`config.mk`:
```
export PLATFORM = sky130hd
export DESIGN_NAME = yscb_to_yuv
export DESIGN_NICKNAME = d
export VERILOG_FILES = /design/src/yscb_pkg.sv /design/src/yscb_to_yuv.sv
export SDC_FILE = /design/constraint.sdc
export NUM_CORES = 1
export LEC_CHECK = 0
export ABC_AREA = 1
export BUFFER_PORTS_ARGS = -buffer_cell sky130_fd_sc_hd__buf_2
export CORE_ASPECT_RATIO = 1.5
export CORE_MARGIN = 2
export CORE_UTILIZATION = 50
export CTS_CLUSTER_SIZE = 40
export DETAILED_ROUTE_END_ITERATION = 8
export PLACE_DENSITY = 0.67
export SLEW_MARGIN = 20
export SYNTH_ARGS = -nofsm -noshare
export SYNTH_HDL_FRONTEND = slang
export SYNTH_SLANG_ARGS = --single-unit
```
`constraint.sdc`:
```
create_clock -name i_clk -period 9.75 [get_ports i_clk]
set_input_delay 0.975 -clock i_clk [delete_from_list [all_inputs] [get_ports i_clk]]
set_output_delay 0.975 -clock i_clk [all_outputs]
set_load 0.03 [all_outputs]
```
`src/yscb_pkg.sv`:
```
// Package for the YUV-space colour blend: widths, fixed-point coefficients,
// error codes, payload structs and the rounding helper.
// No dependencies.
`timescale 1ns / 1ps
`default_nettype none

package yscb_pkg;

    localparam int COEF_FRAC_BITS   = 12;
    localparam int FACTOR_FRAC_BITS = 8;

    localparam int PIX_W = 24;
    localparam int CH_W  = 8;
    localparam int FAC_W = 9;
    localparam int ERR_W = 2;

    // Pipeline depth: three stages for the RGB to YUV conversion, six after it.
    localparam int YUV_STAGES = 3;
    localparam int NST        = 9;

    // Coefficient, YUV and product widths, all derived from the fraction bits.
    localparam int KW     = COEF_FRAC_BITS + 3;
    localparam int YUV_W  = COEF_FRAC_BITS + 10;
    localparam int DIF_W  = YUV_W + 1;
    localparam int UVP_W  = DIF_W + KW;
    localparam int BLP_W  = DIF_W + FAC_W + 1;
    localparam int MCP_W  = YUV_W + KW;
    localparam int CHF_W  = YUV_W + 1;
    localparam int INT_W  = CHF_W - COEF_FRAC_BITS + 1;

    localparam int FAC_ONE = 1 << FACTOR_FRAC_BITS;
    localparam int CH_MAX  = (1 << CH_W) - 1;

    localparam logic signed [KW-1:0] K_YR = KW'((299  * (2 ** COEF_FRAC_BITS) + 500) / 1000);
    localparam logic signed [KW-1:0] K_YG = KW'((587  * (2 ** COEF_FRAC_BITS) + 500) / 1000);
    localparam logic signed [KW-1:0] K_YB = KW'((114  * (2 ** COEF_FRAC_BITS) + 500) / 1000);
    localparam logic signed [KW-1:0] K_U  = KW'((492  * (2 ** COEF_FRAC_BITS) + 500) / 1000);
    localparam logic signed [KW-1:0] K_V  = KW'((877  * (2 ** COEF_FRAC_BITS) + 500) / 1000);
    localparam logic signed [KW-1:0] K_RV = KW'((1140 * (2 ** COEF_FRAC_BITS) + 500) / 1000);
    localparam logic signed [KW-1:0] K_GU = KW'((395  * (2 ** COEF_FRAC_BITS) + 500) / 1000);
    localparam logic signed [KW-1:0] K_GV = KW'((581  * (2 ** COEF_FRAC_BITS) + 500) / 1000);
    localparam logic signed [KW-1:0] K_BU = KW'((2032 * (2 ** COEF_FRAC_BITS) + 500) / 1000);

    localparam logic [ERR_W-1:0] ERR_NONE   = 2'd0;
    localparam logic [ERR_W-1:0] ERR_FACTOR = 2'd1;
    localparam logic [ERR_W-1:0] ERR_RANGE  = 2'd2;

    typedef struct packed {
        logic signed [YUV_W-1:0] y;
        logic signed [YUV_W-1:0] u;
        logic signed [YUV_W-1:0] v;
    } t_yuv;

    typedef struct packed {
        logic signed [DIF_W-1:0] y;
        logic signed [DIF_W-1:0] u;
        logic signed [DIF_W-1:0] v;
    } t_yuv_dif;

    typedef struct packed {
        logic signed [BLP_W-1:0] y;
        logic signed [BLP_W-1:0] u;
        logic signed [BLP_W-1:0] v;
    } t_yuv_prod;

    // Divide by 2^s and round to nearest, ties away from zero.
    function automatic logic signed [63:0] round_shift(input logic signed [63:0] value,
                                                      input int s);
        logic signed [63:0] mag;
        logic signed [63:0] q;
        mag = (value < 0) ? -value : value;
        q   = (mag + (64'sd1 <<< (s - 1))) >>> s;
        return (value < 0) ? -q : q;
    endfunction

endpackage

`default_nettype wire

```
`src/yscb_to_yuv.sv`:
```
// Three-stage RGB to YUV converter for one packed pixel, advanced by per-stage
// enables from the caller. Depends on yscb_pkg.
`timescale 1ns / 1ps
`default_nettype none

module yscb_to_yuv import yscb_pkg::*; (
    input  wire logic                  i_clk,
    input  wire logic [YUV_STAGES-1:0] i_en,
    input  wire logic [PIX_W-1:0]      i_rgb,
    output t_yuv                       o_yuv
);

    logic [CH_W-1:0]         w_r;
    logic [CH_W-1:0]         w_g;
    logic [CH_W-1:0]         w_b;
    logic signed [YUV_W-1:0] n_y;
    logic signed [YUV_W-1:0] r_y0;
    logic [CH_W-1:0]         r_r0;
    logic [CH_W-1:0]         r_b0;
    logic signed [DIF_W-1:0] w_du;
    logic signed [DIF_W-1:0] w_dv;
    logic signed [UVP_W-1:0] n_pu;
    logic signed [UVP_W-1:0] n_pv;
    logic signed [UVP_W-1:0] r_pu;
    logic signed [UVP_W-1:0] r_pv;
    logic signed [YUV_W-1:0] r_y1;
    t_yuv                    r_yuv;

    assign w_r = i_rgb[3*CH_W-1:2*CH_W];
    assign w_g = i_rgb[2*CH_W-1:CH_W];
    assign w_b = i_rgb[CH_W-1:0];

    assign n_y = YUV_W'($signed({1'b0, w_r}) * K_YR + $signed({1'b0, w_g}) * K_YG
                      + $signed({1'b0, w_b}) * K_YB);

    always_ff @(posedge i_clk) begin
        if (i_en[0]) begin
            r_y0 <= n_y;
            r_r0 <= w_r;
            r_b0 <= w_b;
        end
    end

    assign w_du = $signed(DIF_W'({r_b0, {COEF_FRAC_BITS{1'b0}}})) - DIF_W'(r_y0);
    assign w_dv = $signed(DIF_W'({r_r0, {COEF_FRAC_BITS{1'b0}}})) - DIF_W'(r_y0);
    assign n_pu = UVP_W'(w_du) * UVP_W'(K_U);
    assign n_pv = UVP_W'(w_dv) * UVP_W'(K_V);

    always_ff @(posedge i_clk) begin
        if (i_en[1]) begin
            r_pu <= n_pu;
            r_pv <= n_pv;
            r_y1 <= r_y0;
        end
    end

    always_ff @(posedge i_clk) begin
        if (i_en[2]) begin
            r_yuv.y <= r_y1;
            r_yuv.u <= YUV_W'(round_shift(64'(r_pu), COEF_FRAC_BITS));
            r_yuv.v <= YUV_W'(round_shift(64'(r_pv), COEF_FRAC_BITS));
        end
    end

    assign o_yuv = r_yuv;

endmodule

`default_nettype wire

```
==> metrics.csv, run 1 <==
metric,value,unit
CTS clock-pin slew for the worst setup and hold paths,80,ps
Crit-path slowest cell,edfxtp_1,
die area,51800,sq um
fin util,0.541,
Final Wtd Congestion,0.933,
most frequent cell on the critical path,nand2_1,
first-pass GRT wire length,92600,um
Hold Path Origin,r_y1[16],
crit end category,register,
WL/cell,15.2,um
DP Wirelength,48700,um
CTS root buf,clkbuf_16,
async set or reset register ratio after synthesis,0,
peak per-stage delay on the critical path,680,ps
vias in the first global route,19300,
worst skew pair latency,470,ps
Post-synth EDFFs,188,
"Primary FF master, synth",edfxtp_1,
DRC violations left,0,
WL final,55800,um
worst path required time,9960,ps
DRT Pass-1 Iters,5,
kind of critical path,reg -> reg,
CORE AREA,49500,sq um
status,"finished, final reports clean",
Final Hold Viols,0,
Initial Utilization,0.504,
RSZ-0062 raised after global routing,false,
Worst EP arrival,8480,ps
Slew Limit Fails,0,
overflow left after global routing,0,
fin crit share,0.848,
row count,100,
Final #Nets,3613,
Synth Area per Inst,8.60,sq um
vias post-DR,18200,
number of max-cap violations,0,
Port Buf Inserts,92,
Worst Setup SP,r_y0[0],
Ant. Diodes,0,
"commonest non-fill, non-tap cell in the layout",inv_1,
Synth Register Bits,188,
Post-Synthesis Cell Area,25000,sq um
"Hold-fix buffers, CTS",0,
Starting DRT DRC Count,590,
Slew HR,0.393,
CP startpoint kind,register,
Mapped Cells,2903,
post-CTS setup buffer count,0,
Ys Warns,0,
fmax,121,MHz
H-tree depth,4,
Worst Skew,16.0,ps
I/O pin cnt,94,
CTS resizes,0,
Placed Cells,3648,
R2R setup slack,1490,ps
area grow syn2layout,7.37,%
die outline height,278,um
chip width,186,um
Overall Global Routing Usage,0.225,
CTS tree,done,
RR Startpoint,r_y0[0],
Setup-failing EPs final,0,
worst-margin pin slew,903,ps
"Seq/Total Area, Yosys",0.226,
R2R cell count,36,
CP max FO,17,
Synthesized Nets,3512,
worst setup path end,r_pu[31],
R2R Path End,r_pu[31],
distinct cell type count after synthesis,53,
CTS buffer count,17,
Setup Slack @ Placement,1500,ps
post-route minimum period,8260,ps
post-route ant nets,0,
layout cell share with drive strength beyond 1,0.0878,
# clock sinks,188,
post-route setup TNS,0,ps
largest net degree at the start of global routing,70,
final worst setup slack,1490,ps
Max clock buf depth,2,
Final Instance Count excl. Fillers,3680,
antenna violations before repair,0,
Hold Crit Class,reg -> reg,
most frequent cells in the layout,"inv_1 (759), nand2_1 (520), ha_1 (314)",
DR vias/cell,4.94,
## metal layers
metal  global-route usage  routed length (um)
met5                    0                   0
met4                0.106                2590
met3               0.0226                1350
met2                0.457               31500
met1                0.224               20300
## how the worst min path moves through the flow
| stage | end | slack, ps | cells past startpoint |
|---|---|---|---|
| 6_report | o_yuv[60] | 430 | 0 |
| 5_1_grt | o_yuv[52] | 430 | 0 |
| 4_1_cts | o_yuv[60] | 420 | 0 |
| 3_5_place_dp | o_yuv[60] | 400 | 0 |
| 3_3_place_gp | o_yuv[64] | 410 | 0 |
| 2_1_floorplan | o_yuv[45] | 400 | 0 |
## state kept, by name, indices dropped and copies added, names as in the netlist
name	cells
r_r0	8
r_b0	8
r_pv	31
r_pu	35
r_y1	20
r_y0	21
o_yuv	65
## critical path: cells and delay by family, from the launching register on
| family | cells | cell delay (ps) |
|---|---|---|
| adder cells (fa/ha/maj) | 7 | 3190 |
| AND/OR/NAND/NOR | 14 | 2070 |
| AO/OA/AOI/OAI | 6 | 1010 |
| buffers and inverters | 8 | 920 |
| flip-flops | 1 | 680 |
| XOR/XNOR | 1 | 150 |
## Yosys cell counts, types with 4 or more instances
cell / n / area, sq um
or2_2: 9 / 56.3
nand3_2: 5 / 50.1
xnor2_1: 39 / 342
inv_2: 17 / 63.8
ha_1: 314 / 3930
a21oi_1: 90 / 450
xor2_1: 108 / 946
nand3b_1: 18 / 135
o21ai_0: 41 / 205
a31oi_1: 14 / 87.6
nand2_1: 520 / 1950
nand2_2: 39 / 244
o21ai_1: 10 / 50.1
nor2_2: 22 / 138
o21ai_2: 4 / 35.0
nand2_4: 8 / 90.1
nor3_1: 12 / 60.1
xor2_2: 5 / 81.3
inv_1: 759 / 2850
buf_2: 11 / 55.1
nor2_1: 170 / 638
nor2_4: 15 / 169
a21o_1: 7 / 52.6
fa_1: 267 / 5350
o211ai_1: 4 / 30.0
edfxtp_1: 188 / 5650
nand4_1: 29 / 181
nand3_1: 125 / 626
o21bai_1: 14 / 105
## metrics by stage
step                      hold slack, ps  instance area, sq um
after floorplan                      400                 25000
after global placement               406                 26200
after detailed placement             405                 26200
after CTS                            425                 26800
after global routing                 432                 26800
final                                425                 26800
## area by class of cell
type / count / area (sq um)
well taps: 663 / 830
multi-input cells: 1922 / 16300
fillers: 4641 / 22700
clock buffers: 19 / 433
flip-flops and latches: 188 / 5650
clock inverters: 13 / 146
inverters: 777 / 2920
repair buffers: 98 / 510
## logic make-up after synthesis
kind of cell,count (synthesis),synth area share
other cells,1,0.000150
simple gates,982,0.180
compound gates,205,0.0476
flops,188,0.226
fa+ha+maj,581,0.371
buf+inv,793,0.120
xor+xnor,153,0.0555
Power of run 1 is not shown: default switching activity piles up to over one toggle a cycle in this logic, so the estimate is an artifact.
==> run 2, diff against run 1 <==
Settings changed: ABC_AREA 1 to 0.
Clock period 9.75 ns to 8.27 ns, I/O delays scaled along.
==> metrics.csv, run 2 <==
metric,value,unit,change
fillers,4506,,was 4641
area grow syn2layout,7.70,%,was 7.37%
xor-xnor portion of the synthesized cell area,0.0788,,was 0.0555
DP Wirelength,47000,um,was 48700 um
largest family of logic cells by synthesized area,adder cells,,unchanged
Initial Utilization,0.506,,was 0.504
worst skew pair latency,460,ps,was 470 ps
Slew HR,0.426,,was 0.393
"Hold-fix buffers, CTS",0,,unchanged
async set or reset register ratio after synthesis,0,,unchanged
fmax,129,MHz,was 121 MHz
post-route ant nets,0,,unchanged
cell taking the most area after synthesis,edfxtp_1,,unchanged
CP max FO,7,,was 17
overflow left after global routing,0,,unchanged
status,"finished, final reports clean",,unchanged
R2R cell count,25,,was 36
Commonest cells post-synth,"inv_1 (604), ha_1 (314), fa_1 (267), edfxtp_1 (188), xnor2_1 (158)",,"was inv_1 (759), nand2_1 (520), ha_1 (314), fa_1 (267), edfxtp_1 (188)"
Placed Area,26400,sq um,was 26200 sq um
"Primary FF master, synth",edfxtp_1,,unchanged
"commonest non-fill, non-tap cell in the layout",inv_1,,unchanged
Post-synth EDFFs,188,,unchanged
# clock sinks,188,,unchanged
die area,52100,sq um,was 51800 sq um
worst-margin pin slew,855,ps,was 903 ps
post-route setup TNS,0,ps,unchanged
fin crit share,0.941,,was 0.848
CTS buffer count,17,,unchanged
R2R setup slack,490,ps,was 1490 ps
cell area after layout,27100,sq um,was 26800 sq um
Max clock buf depth,2,,unchanged
Worst Skew,18.3,ps,was 16.0 ps
Mapped Cells,2580,,was 2903
Setup-failing EPs final,0,,unchanged
Fin Hold WS,417,ps,was 425 ps
Worst Hold Depth,0,,unchanged
R2R Path End,r_pu[31],,unchanged
top post-synthesis cells by area,"edfxtp_1 (22%), fa_1 (21%), ha_1 (16%)",,"was edfxtp_1 (23%), fa_1 (21%), ha_1 (16%)"
Port Buf Inserts,92,,unchanged
CP startpoint kind,register,,unchanged
WL final,55500,um,was 55800 um
CTS clock-pin slew for the worst setup and hold paths,90,ps,was 80 ps
Synthesized Nets,3189,,was 3512
chip width,187,um,was 186 um
first-pass GRT wire length,92100,um,was 92600 um
CTS root buf,clkbuf_16,,unchanged
Slew Limit Fails,0,,unchanged
vias in the first global route,18600,,was 19300
worst path required time,8470,ps,was 9960 ps
"Seq/Total Area, Yosys",0.225,,was 0.226
row count,100,,unchanged
adder and majority cell fraction of the synthesized area,0.369,,was 0.371
max reg flops,65,,unchanged
WL/cell,16.6,um,was 15.2 um
mux cell area share after synthesis,0.00746,,was 0
H-tree depth,4,,unchanged
Synth Area in Simple Gates,0.104,,was 0.180
compound-cell area share of the yosys netlist,0.118,,was 0.0476
Post-Synthesis Cell Area,25100,sq um,was 25000 sq um
distinct cell type count after synthesis,101,,was 53
die outline height,279,um,was 278 um
number of max-cap violations,0,,unchanged
post-route minimum period,7780,ps,was 8260 ps
DRC violations left,0,,unchanged
Starting DRT DRC Count,861,,was 590
Final #Nets,3274,,was 3613
DR vias/cell,5.39,,was 4.94
Final Instance Count excl. Fillers,3341,,was 3680
CTS tree,done,,unchanged
Synth Register Bits,188,,unchanged
Hold Crit Class,reg -> reg,,unchanged
Multi-input gate area,17100,sq um,was 16300 sq um
kind of critical path,reg -> reg,,unchanged
top-count cell post-synth,inv_1,,unchanged
RR Startpoint,r_y0[3],,was r_y0[0]
Worst EP arrival,7990,ps,was 8480 ps
Seq. cell area,5650,sq um,unchanged
Final Hold Viols,0,,unchanged
I/O pin cnt,94,,unchanged
Hold Path Origin,r_y1[19],,was r_y1[16]
post-synth top area share,0.225,,was 0.226
Worst Hold Endpoint,o_yuv[63],,was o_yuv[60]
CORE AREA,49700,sq um,was 49500 sq um
Final Wtd Congestion,0.928,,was 0.933
Synth Area per Inst,9.74,sq um,was 8.60 sq um
antenna violations before repair,0,,unchanged
vias post-DR,18000,,was 18200
largest net degree at the start of global routing,61,,was 70
Placed Cells,3308,,was 3648
most frequent cells in the layout,"inv_1 (604), ha_1 (314), fa_1 (267)",,"was inv_1 (759), nand2_1 (520), ha_1 (314)"
crit end category,register,,unchanged
Ys Warns,0,,unchanged
layout cell share with drive strength beyond 1,0.0784,,was 0.0878
Ant. Diodes,0,,unchanged
Overall Global Routing Usage,0.221,,was 0.225
DRT Pass-1 Iters,5,,unchanged
[run 2: cells by family after synthesis]
| logic type | count (synthesis) |
|---|---|
| multiplexers | 18 |
| buffers and inverters | 655 |
| XOR/XNOR | 223 |
| AND/OR/NAND/NOR | 498 |
| flip-flops | 188 |
| AO/OA/AOI/OAI | 416 |
| adder cells (fa/ha/maj) | 581 |
| other | 1 |
[run 2: worst max-delay path by stage]
stage	slack, ps	start	end
2_1_floorplan	710	r_y0[3]	r_pu[32]
3_3_place_gp	150	r_y0[3]	r_pu[32]
3_5_place_dp	-70	r_y0[3]	r_pu[34]
4_1_cts	90	r_y0[3]	r_pu[34]
5_1_grt	-30	r_y0[3]	r_pu[34]
6_report	490	r_y0[3]	r_pu[31]
[run 2: metrics by stage]
| stage | setup WS [ps] | utilization |
|---|---|---|
| 2_1_floorplan | 713 | - |
| 3_3_place_gp | 151 | 0.532 |
| 3_5_place_dp | -66.8 | 0.532 |
| 4_1_cts | 92.0 | 0.544 |
| 5_1_grt | -27.6 | 0.545 |
| 6_report | 488 | 0.545 |
[run 2: what timing repair did]
item / in CTS / in global routing
setup endpoints to repair: 2 / 7
pin swaps: 0 / 1
resized for setup: 1 / 9
buffers inserted: 0 / 1
[run 2: area by class of cell]
type	count	area share
Clock inverter	15	0.00730
Sequential cell	188	0.208
Clock buffer	17	0.0157
Inverter	607	0.0841
Multi-Input combinational cell	1737	0.630
Timing Repair Buffer	114	0.0233
Tap cell	663	0.0306
[run 2: routing by layer]
layer / vias to the layer above / part of all wire / GRT usage
met5: - / 0 / 0
met4: 0 / 0.045 / 0.102
met3: 112 / 0.026 / 0.0230
met2: 360 / 0.54 / 0.423
met1: 8765 / 0.39 / 0.244
li1: 8766 / - / -
[run 2: worst max-delay path, cell delays in order (launching register included)]
cell,delay (ps)
edfxtp_1,500
or4_1,650
or3_1,420
or3_1,340
xor2_1,150
buf_4,170
inv_1,200
fa_1,530
fa_1,510
inv_1,60
fa_1,470
fa_1,520
inv_1,50
fa_1,520
inv_1,40
ha_1,380
a21o_1,240
a21o_1,190
a21o_1,180
a21o_1,190
a21o_1,180
a21o_1,190
a221oi_2,400
o211ai_1,170
a21oi_1,210
xnor2_1,80
Power of run 2 is left out for the same reason.
==> run 3, diff against run 2 <==
Settings changed: CORE_MARGIN 2 to default.
==> metrics.csv, run 3 (synthesis results as in run 2) <==
metric,value,unit,change
status,"finished, final reports clean",,unchanged
largest net degree at the start of global routing,71,,was 61
CTS tree,done,,unchanged
fillers,4435,,was 4506
first-pass GRT wire length,92500,um,was 92100 um
worst path required time,8480,ps,was 8470 ps
vias post-DR,17900,,was 18000
Max clock buf depth,2,,unchanged
area grow syn2layout,7.68,%,was 7.70%
CP max FO,7,,unchanged
CTS root buf,clkbuf_16,,unchanged
Ant. Diodes,0,,unchanged
Overall Global Routing Usage,0.230,,was 0.221
Hold Crit Class,reg -> reg,,unchanged
Final #Nets,3275,,was 3274
fin crit share,0.938,,was 0.941
Initial Utilization,0.506,,unchanged
# clock sinks,188,,unchanged
crit end category,register,,unchanged
I/O pin cnt,94,,unchanged
Final Hold Viols,0,,unchanged
Starting DRT DRC Count,749,,was 861
peak per-stage delay on the critical path,600,ps,was 650 ps
Fin Hold WS,414,ps,was 417 ps
final worst setup slack,514,ps,was 488 ps
Setup-failing EPs final,0,,unchanged
fmax,129,MHz,about the same
layout cell share with drive strength beyond 1,0.0788,,was 0.0784
Port Buf Inserts,92,,unchanged
"commonest non-fill, non-tap cell in the layout",inv_1,,unchanged
post-route ant nets,0,,unchanged
DRC violations left,0,,unchanged
kind of critical path,reg -> reg,,unchanged
die area,51200,sq um,was 52100 sq um
cell family with the largest share of critical-path delay,adder cells,,unchanged
post-route minimum period,7760,ps,was 7780 ps
CP startpoint kind,register,,unchanged
DP Wirelength,47000,um,about the same
DR vias/cell,5.34,,was 5.39
CTS clock-pin slew for the worst setup and hold paths,90,ps,about the same
worst skew pair latency,470,ps,was 460 ps
Slew HR,0.378,,was 0.426
DRT Pass-1 Iters,8,,was 5
CP Buf/Inv Count,3,,was 5
post-route setup TNS,0,ps,unchanged
overflow left after global routing,0,,unchanged
number of max-cap violations,0,,unchanged
Placed Area,26400,sq um,unchanged
max reg flops,65,,unchanged
worst-margin pin slew,933,ps,was 855 ps
Setup Slack @ Placement,-27.1,ps,was -66.8 ps
WL/cell,16.8,um,was 16.6 um
die outline height,277,um,was 279 um
RSZ-0062 raised after global routing,false,,
CORE AREA,49700,sq um,unchanged
most frequent cells in the layout,"inv_1 (604), ha_1 (314), fa_1 (267)",,unchanged
Crit-path slowest cell,or4_4,,was or4_1
vias in the first global route,18700,,was 18600
Worst Skew,18.0,ps,was 18.3 ps
H-tree depth,4,,unchanged
CTS buffer count,17,,unchanged
Worst EP arrival,7960,ps,was 7990 ps
Final Wtd Congestion,0.939,,was 0.928
WL final,56200,um,was 55500 um
cell area after layout,27100,sq um,about the same
row count,100,,unchanged
antenna violations before repair,0,,unchanged
Slew Limit Fails,0,,unchanged
chip width,185,um,was 187 um
## run 3: layout make-up
cell class                 instances  area, sq um  share of cell area
multi-input combinational       1737        17100               0.630
sequential                       188         5650               0.209
inverter                         607         2280              0.0842
tap                              663          830              0.0306
timing repair buffer             115          638              0.0236
clock buffer                      17          425              0.0157
clock inverter                    15          189             0.00698
## run 3: repair_timing
item | 4_1_cts | 5_1_grt
buffers inserted | 0 | 2
hold buffers | 0 | 0
resized for setup | 1 | 8
endpoints found under the setup margin | 2 | 6
gates cloned | 0 | 0
endpoints found under the hold margin | 0 | 0
pin swaps | 0 | 1
## run 3: path summary, 6_finish.rpt
check | from | endpoint | slack (ps) | depth (start not counted)
worst max-delay path | r_y0[3] | r_pu[34] | 510 | 28
worst min-delay path | r_y1[16] | o_yuv[60] | 410 | 0
worst max register to register | r_y0[3] | r_pu[34] | 510 | 28
worst min register to register | r_y1[16] | o_yuv[60] | 410 | 0
## run 3: metal layers
| metal | part of all wire | vias up | GRT usage |
|---|---|---|---|
| li1 | - | 8756 | - |
| met4 | 0.036 | 0 | 0.0926 |
| met5 | 0 | - | 0 |
| met3 | 0.024 | 80 | 0.0242 |
| met2 | 0.55 | 326 | 0.436 |
| met1 | 0.39 | 8700 | 0.258 |
## run 3: worst register-to-register path, delay by kind of cell, from the launching register on
family	cells	cell delay [ps]
flops	1	500
compound gates	14	2570
buf+inv	3	270
fa+ha+maj	6	2730
simple gates	3	980
xor+xnor	2	480
## run 3: through the flow
step / std cells / utilization
after floorplan: 2580 / -
final: 3342 / 0.545
after detailed placement: 3308 / 0.532
after global routing: 3342 / 0.545
after CTS: 3340 / 0.544
after global placement: 3308 / 0.532
Power of run 3 is left out for the same reason.
